`src/hdl/imh_ram.sv`:
```
// ----------------------------------------------------------------------------
// imh_ram
// Generic simple dual-port RAM: one write port, one registered read port.
// ----------------------------------------------------------------------------
module imh_ram #(
	parameter int WIDTH = 8,
	parameter int DEPTH = 16,
	localparam int AW = (DEPTH > 1) ? $clog2(DEPTH) : 1
) (
	input  logic             clk,
	input  logic             we,
	input  logic [AW-1:0]    waddr,
	input  logic [WIDTH-1:0] wdata,
	input  logic [AW-1:0]    raddr,
	output logic [WIDTH-1:0] rdata
);

	logic [WIDTH-1:0] mem [DEPTH];

	// write and registered read
	always_ff @(posedge clk) begin
		if (we) begin
			mem[waddr] <= wdata;
		end
		rdata <= mem[raddr];
	end

endmodule

```
`config.mk`:
```
export PLATFORM = sky130hd
export DESIGN_NAME = imh_ram
export DESIGN_NICKNAME = d
export VERILOG_FILES = /design/src/hdl/imh_ram.sv
export SDC_FILE = /design/constraint.sdc
export NUM_CORES = 1
export LEC_CHECK = 0
export BUFFER_PORTS_ARGS = -buffer_cell sky130_fd_sc_hd__buf_2
export CAP_MARGIN = 5
export CORE_UTILIZATION = 53
export CTS_CLUSTER_DIAMETER = 150
export DETAILED_ROUTE_END_ITERATION = 10
export PLACE_DENSITY = 0.83
export SLEW_MARGIN = 0
export SYNTH_ARGS = -nofsm -noshare
export SYNTH_HDL_FRONTEND = slang
export SYNTH_SLANG_ARGS = --single-unit
```
`constraint.sdc`:
```
create_clock -name clk -period 2.1 [get_ports clk]
set_input_delay 0.525 -clock clk [delete_from_list [all_inputs] [get_ports clk]]
set_output_delay 0.525 -clock clk [all_outputs]
set_load 0.01 [all_outputs]
```
# After elaboration in Yosys (flattened, before gate mapping)
# Memories as Yosys holds them, arrays and structs flattened. A register that Yosys moved wholly into a read port is not among the register bits.
# Index checks and enable logic that the tools add are counted.
[totals] register_bits=0 ram_bits=128 input_bits=18 out_inout_bits=8 wordCells=3 n_memories=1
[mem_list] memory="mem" words=16 width=8 read_ports=1 rd_clocked_by_memory_dff=1 wr=1 line_no="18" source="logic [WIDTH-1:0] mem [DEPTH];"
[op_classes] mux=2
[ops] op="$mux 1" n=2

# Logic depth before layout (Yosys ltp)
# Gate-level depths: netlist (run 1).
[depth] depth_word=2 depth_mapped=5 depth_no_buf=3

# Least setup slack after synthesis (run 1)
# OpenSTA, ideal clock, no wires.
[synth_timing] path_type="input-to-reg" startpoint="input port waddr[2]" endpoint="memory mem[0][0], enable pin" setup_ns=0.383 arrival_ns=1.635 required_ns=1.717 slack_ns=0.082 cell_stages=2 n_path_buf=0 cell_sequence="or3b_2 nor3_1"
[synth_lines] item="start, declared" line_no="12" source="input logic [AW-1:0] waddr,"
[synth_lines] item="end, declared" line_no="18"
# Straight into the memory's write port.

# Worst setup path after layout (run 1)
[layout_timing] startpoint="register rdata[6] (read register of mem)" endpoint="output port rdata[6]"
[layout_lines] item="start, declared" line_no="15" source="output logic [WIDTH-1:0] rdata"
# No word-level cell between the ends.

==> summary.md, run 1 <==
| Metric | Value |
|---|---|
| Largest net degree at the start of global routing | 17 |
| Clk pin slew, worst setup/hold paths | 60 ps |
| Leakage | about 2.1 nW |
| Post-route setup TNS | 0 ps |
| Core Footprint | 9330 µm² |
| Vias per cell | between 6 and 7 |
| Rows | 35 |
| Critical Path Sink | rdata[6] |
| Die width | 101 µm |
| Final RePlAce weighted congestion | around 0.74 |
| Most frequent cells in the layout | edfxtp_1, buf_2, buf_4 |
| Max Buffers Root-to-Sink | 2 |
| TritonCTS Buffers | 17 |
| Yosys top cell by area | edfxtp_1 |
| Mapped Area | approximately 5000 µm² |
| Crit. End Element | output port |
| F_max | 0.646 GHz |
| Critical Path Source Type | flop |
| Initial antenna violation count | 0 |
| I/O Pins | 26 |
| Area Overhead vs Synth | 18.9% |
| # setup viols final | 0 |
| Max Cap Violations | 0 |
| CTS H-tree lvls | 4 |
| CP top delay family | flip-flops |
| CTS tree | built |
| Via Count | 2,595 |
| Worst r2r src | mem[11][7] |
| FF+latch count, synth | ~140 |
| Main synth FF type | edfxtp_1 |
| Share of cells above drive strength 1 | approximately 32% |
| Drt wl/cell | 25.1 µm |
| Hold WC Path Type | in2reg |
| Post-synth EDFFs | around 130 |
| Root buffer cell | clkbuf_8 |
| Postcts setup bufs | 0 |
| Syn avg cell area | approximately 22 µm² |
| Setup Skew | 5.59 ps |
| FFs w/ async S/R, synth | 0% |
| Stages on worst setup path | 1 |
| IR drop worst, VDD | between 0.5 and 0.6 mV |
| Number of distinct library cells after synthesis | 19 |
| Non-Filler Instances | ~430 |
| Worst-margin pin slew | between 600 and 700 ps |
| Power Dens Cells | around 1000 nW/µm² |
| Status | complete, no violations |
| Synth warn | 0 |
| Slew headroom | between 50 and 60% |
| RSZ-0062 raised after global routing | no |
| CTS hold repair buffers | 0 |
| Min Tclk post-route | roughly 1500 ps |
| Final cycle utilization of the critical path | approximately three quarters |
| Mapped Cells | 229 |
| Number of global-route vias before repair | 2,569 |
| # diodes | 0 |
| Drt total wl | about 11,000 µm |
| Syn nets | around 250 |
| WS Path Type | reg2out |
| Top cell type's share of synthesized area | 74.7% |
| GR Overflow Total | 0 |
| R2r endpoint | rdata[7] |
| Placed Cells | 396 |
| Fin worst setup slack | 552 ps |
| Pins Over Slew Limit | 0 |
| Die ar. | just over 10,000 µm² |
| Cells along the critical path | buf_2 |
| Nets | between 300 and 400 |
| Detailed Place HPWL | 6530 µm |
| Drt drc | 0 |
| Register area share after synthesis | roughly 78% |
| Final hold vios | 0 |
| Commonest non-fill, non-tap cell in the layout | edfxtp_1 |
| Fin Hold WS | between 300 and 400 ps |
| PostCTS Resize Cnt | 0 |
| Buffers on Ports | 25 |
| Die H | ~100 µm |
| Buffer and inverter count on the worst path | 1 |
| Reg2reg setup slack | between 600 and 700 ps |
| Worst skew pair latency | approximately 520 ps |
| Arrival time worst endpoint | 1020 ps |
| CP Max Fanout | 1 |
| Fill cells | 592 |
| Cells on worst reg2reg path | 3 |
| Post-route ant nets | 0 |
| Final core occ | 65.6% |
| All-Layer GR Usage | 23.6% |
| Top cells by area, synth | edfxtp_1, mux4_2, mux4_1 |
| Max incr delay on CP | 360 ps |
| Dpl ws | roughly 140 ps |
| Crit path from | rdata[6] |
| Worst path slowest cell | dfxtp_1 |
| DR pass1 iterations | 5 |
| First-pass GRT wire length | about 16,000 µm |
| Worst Path Required | approximately 1600 ps |
| Initial drt markers | about 270 |
| CTS sink count | roughly 140 |
| Starting Density | 55.2% |
[where the power goes]
part	leakage [nW]	switching, mW	total [mW]	internal (mW)
logic	0.600	0.167	0.294	0.127
registers	1.22	0.0227	3.06	3.04
clock network	0.275	1.07	2.86	1.79
[area by class of cell]
cell class                 instances  area (µm²)  share of cell area (%)
tap                              129         161                    2.64
timing repair buffer              48         323                    5.27
multi-input combinational         83        1060                    17.3
sequential                       136        4000                    65.4
clock inverter                    14         158                    2.58
clock buffer                      18         418                    6.83
[synth_stat cells, types with 2 or more instances]
master / number
nor2_1: 13
buf_6: 3
nand3b_1: 2
dfxtp_1: 8
mux4_1: 14
nor3_1: 4
a22oi_1: 16
edfxtp_1: 128
nand2_1: 9
nand2b_1: 2
clkdlybuf4s25_2: 3
buf_2: 3
mux4_2: 18
[metrics by stage]
step | area [µm²] | total power [mW]
after floorplan | 5150 | 3.27
after global placement | 5550 | 3.39
after detailed placement | 5550 | 3.40
after CTS | 6120 | 6.25
after global routing | 6120 | 6.38
final | 6120 | 6.21
[how the worst min path moves through the flow]
stage / start / to / cells past startpoint
5_1_grt: wdata[1] / mem[1][1] / 1
3_5_place_dp: mem[15][1] / rdata[1] / 3
4_1_cts: wdata[1] / mem[1][1] / 1
2_1_floorplan: wdata[0] / mem[0][0] / 0
3_3_place_gp: mem[11][3] / rdata[3] / 3
6_report: wdata[1] / mem[3][1] / 1
[cell families after synthesis]
kind of cell	Yosys count	share of synthesized area, %
AO/OA/AOI/OAI	16	2.33
buffers and inverters	10	1.68
flip-flops	136	77.8
multiplexers	32	15.0
AND/OR/NAND/NOR	35	3.18
[flip-flops by register name (all words and copies together) (netlist names)]
name	flops
mem	128
rdata	8
[layer usage]
metal  wire length, µm  global-route usage (%)
met4               202                    9.36
met5                 0                       0
met3               964                    6.10
met1              4220                    32.2
met2              5370                    36.8
Power figures use the tool's default switching activity.
==> inputs of run 2 (changes only) <==
PLACE_DENSITY = 0.81   (was 0.83)
clock period = 1.45 ns   (was 2.1 ns; I/O delays follow)
==> summary.md, run 2 (synthesis results as in run 1) <==
| Metric | Value |
|---|---|
| Slew headroom | 50.0% |
| TritonCTS Buffers | 17 |
| CTS tree | built |
| Area Overhead vs Synth | 22.3% |
| # diodes | 0 |
| Most frequent cells in the layout | edfxtp_1, buf_2, buf_4 |
| Share of cells above drive strength 1 | roughly 37% |
| Max Cap Violations | 0 |
| Worst r2r src | mem[5][2] |
| RSZ-0062 raised after global routing | no |
| Reg2reg setup slack | ~55 ps |
| R2r endpoint | rdata[2] |
| Core Footprint | just over 9000 µm² |
| GR Overflow Total | 0 |
| Power Dens Cells | about 1400 nW/µm² |
| Number of global-route vias before repair | 2,596 |
| Setup Skew | between 5 and 6 ps |
| Drt total wl | between 10,000 and 15,000 µm |
| # setup viols final | 0 |
| Pins Over Slew Limit | 0 |
| Worst skew pair latency | between 500 and 600 ps |
| F_max | roughly 0.72 GHz |
| Root buffer cell | clkbuf_8 |
| Fin worst setup slack | 55.1 ps |
| Dpl ws | -353 ps |
| Final RePlAce weighted congestion | 0.723 |
| Nets | around 310 |
| Starting Density | 55.2% |
| Die H | 101 µm |
| Arrival time worst endpoint | between 1500 and 2000 ps |
| Biggest register | mem |
| Via Count | 2,569 |
| WS Path Type | reg2reg |
| PostCTS Resize Cnt | 0 |
| Largest register FFs | approximately 130 |
| Min Tclk post-route | between 1000 and 1500 ps |
| Initial drt markers | 166 |
| DR pass1 iterations | 4 |
| CTS hold repair buffers | 0 |
| Max Buffers Root-to-Sink | 2 |
| Initial antenna violation count | 0 |
| Die ar. | between 10,000 and 15,000 µm² |
| Worst Path Required | around 1800 ps |
| Rows | 35 |
| Commonest non-fill, non-tap cell in the layout | edfxtp_1 |
| Placed Cells | about 410 |
| Crit path from | mem[5][2] |
| Non-Filler Instances | between 400 and 500 |
| Final cycle utilization of the critical path | 96.2% |
| Postcts setup bufs | 0 |
| Hold WC Path Type | in2reg |
| Cells on worst reg2reg path | 3 |
| Final hold vios | 0 |
| Post-route setup TNS | 0 ps |
| CP Max Fanout | 1 |
| Detailed Place HPWL | about 6600 µm |
| All-Layer GR Usage | approximately 23% |
| Vias per cell | approximately 5.9 |
| Critical Path Sink | rdata[2] |
| Registers with the most flip-flops | mem: 128 flops, rdata: 8 flops |
| Status | complete, no violations |
| IR drop worst, VDD | between 0.8 and 0.9 mV |
| First-pass GRT wire length | 15,400 µm |
| Fin Hold WS | 236 ps |
| Drt wl/cell | roughly 23 µm |
| Clk pin slew, worst setup/hold paths | around 60 ps |
| CTS sink count | about 140 |
| CTS H-tree lvls | 4 |
| Die width | 101 µm |
| Largest net degree at the start of global routing | 18 |
| I/O Pins | 26 |
| Critical Path Source Type | flop |
| Buffers on Ports | 25 |
| Crit. End Element | flop |
| Post-route ant nets | 0 |
| Drt drc | 0 |
| Final core occ | between 60% and 70% |
| Leakage | 2.18 nW |
| Worst-margin pin slew | between 700 and 800 ps |
run 2: layout make-up:
cell class | count | area (µm²)
multi-input cells | 83 | 1090
clock buffers | 19 | 432
flip-flops and latches | 136 | 4000
clock inverters | 13 | 154
fillers | 564 | 3030
well taps | 129 | 161
repair buffers | 57 | 453
run 2: routing by layer:
metal	global-route usage, %	share of wire (%)	vias up
met3	6.87	5.8	10
met5	0	0	-
met1	30.3	42	1338
li1	-	-	1110
met2	36.2	51	111
met4	6.47	1.2	0
run 2: power breakdown:
| group | switching (mW) | internal [mW] | total [mW] | leakage [nW] |
|---|---|---|---|---|
| Clock | 1.54 | 2.65 | 4.19 | 0.281 |
| Sequential | 0.0258 | 4.40 | 4.42 | 1.22 |
| Combinational | 0.252 | 0.207 | 0.459 | 0.672 |
| Total | 1.82 | 7.25 | 9.07 | 2.18 |
run 2: worst min-delay path by stage:
stage	start	cells past startpoint	slack (ps)	end
after CTS	wdata[4]	1	220	mem[3][4]
after floorplan	wdata[0]	0	460	mem[0][0]
final	wdata[1]	1	240	mem[10][1]
after global placement	mem[14][1]	3	650	rdata[1]
after detailed placement	mem[14][1]	3	670	rdata[1]
after global routing	wdata[1]	1	210	mem[10][1]
run 2: critical path: stages, from the launching register on:
cell	delay (ps)
edfxtp_1	370
mux4_1	570
a22oi_1	260
nand2_1	80
run 2: metrics by stage:
stage	cell area [µm²]	power, mW
after floorplan	5190	4.74
after global placement	5710	4.93
after detailed placement	5710	4.96
after CTS	6300	9.11
after global routing	6300	9.33
final	6300	9.07
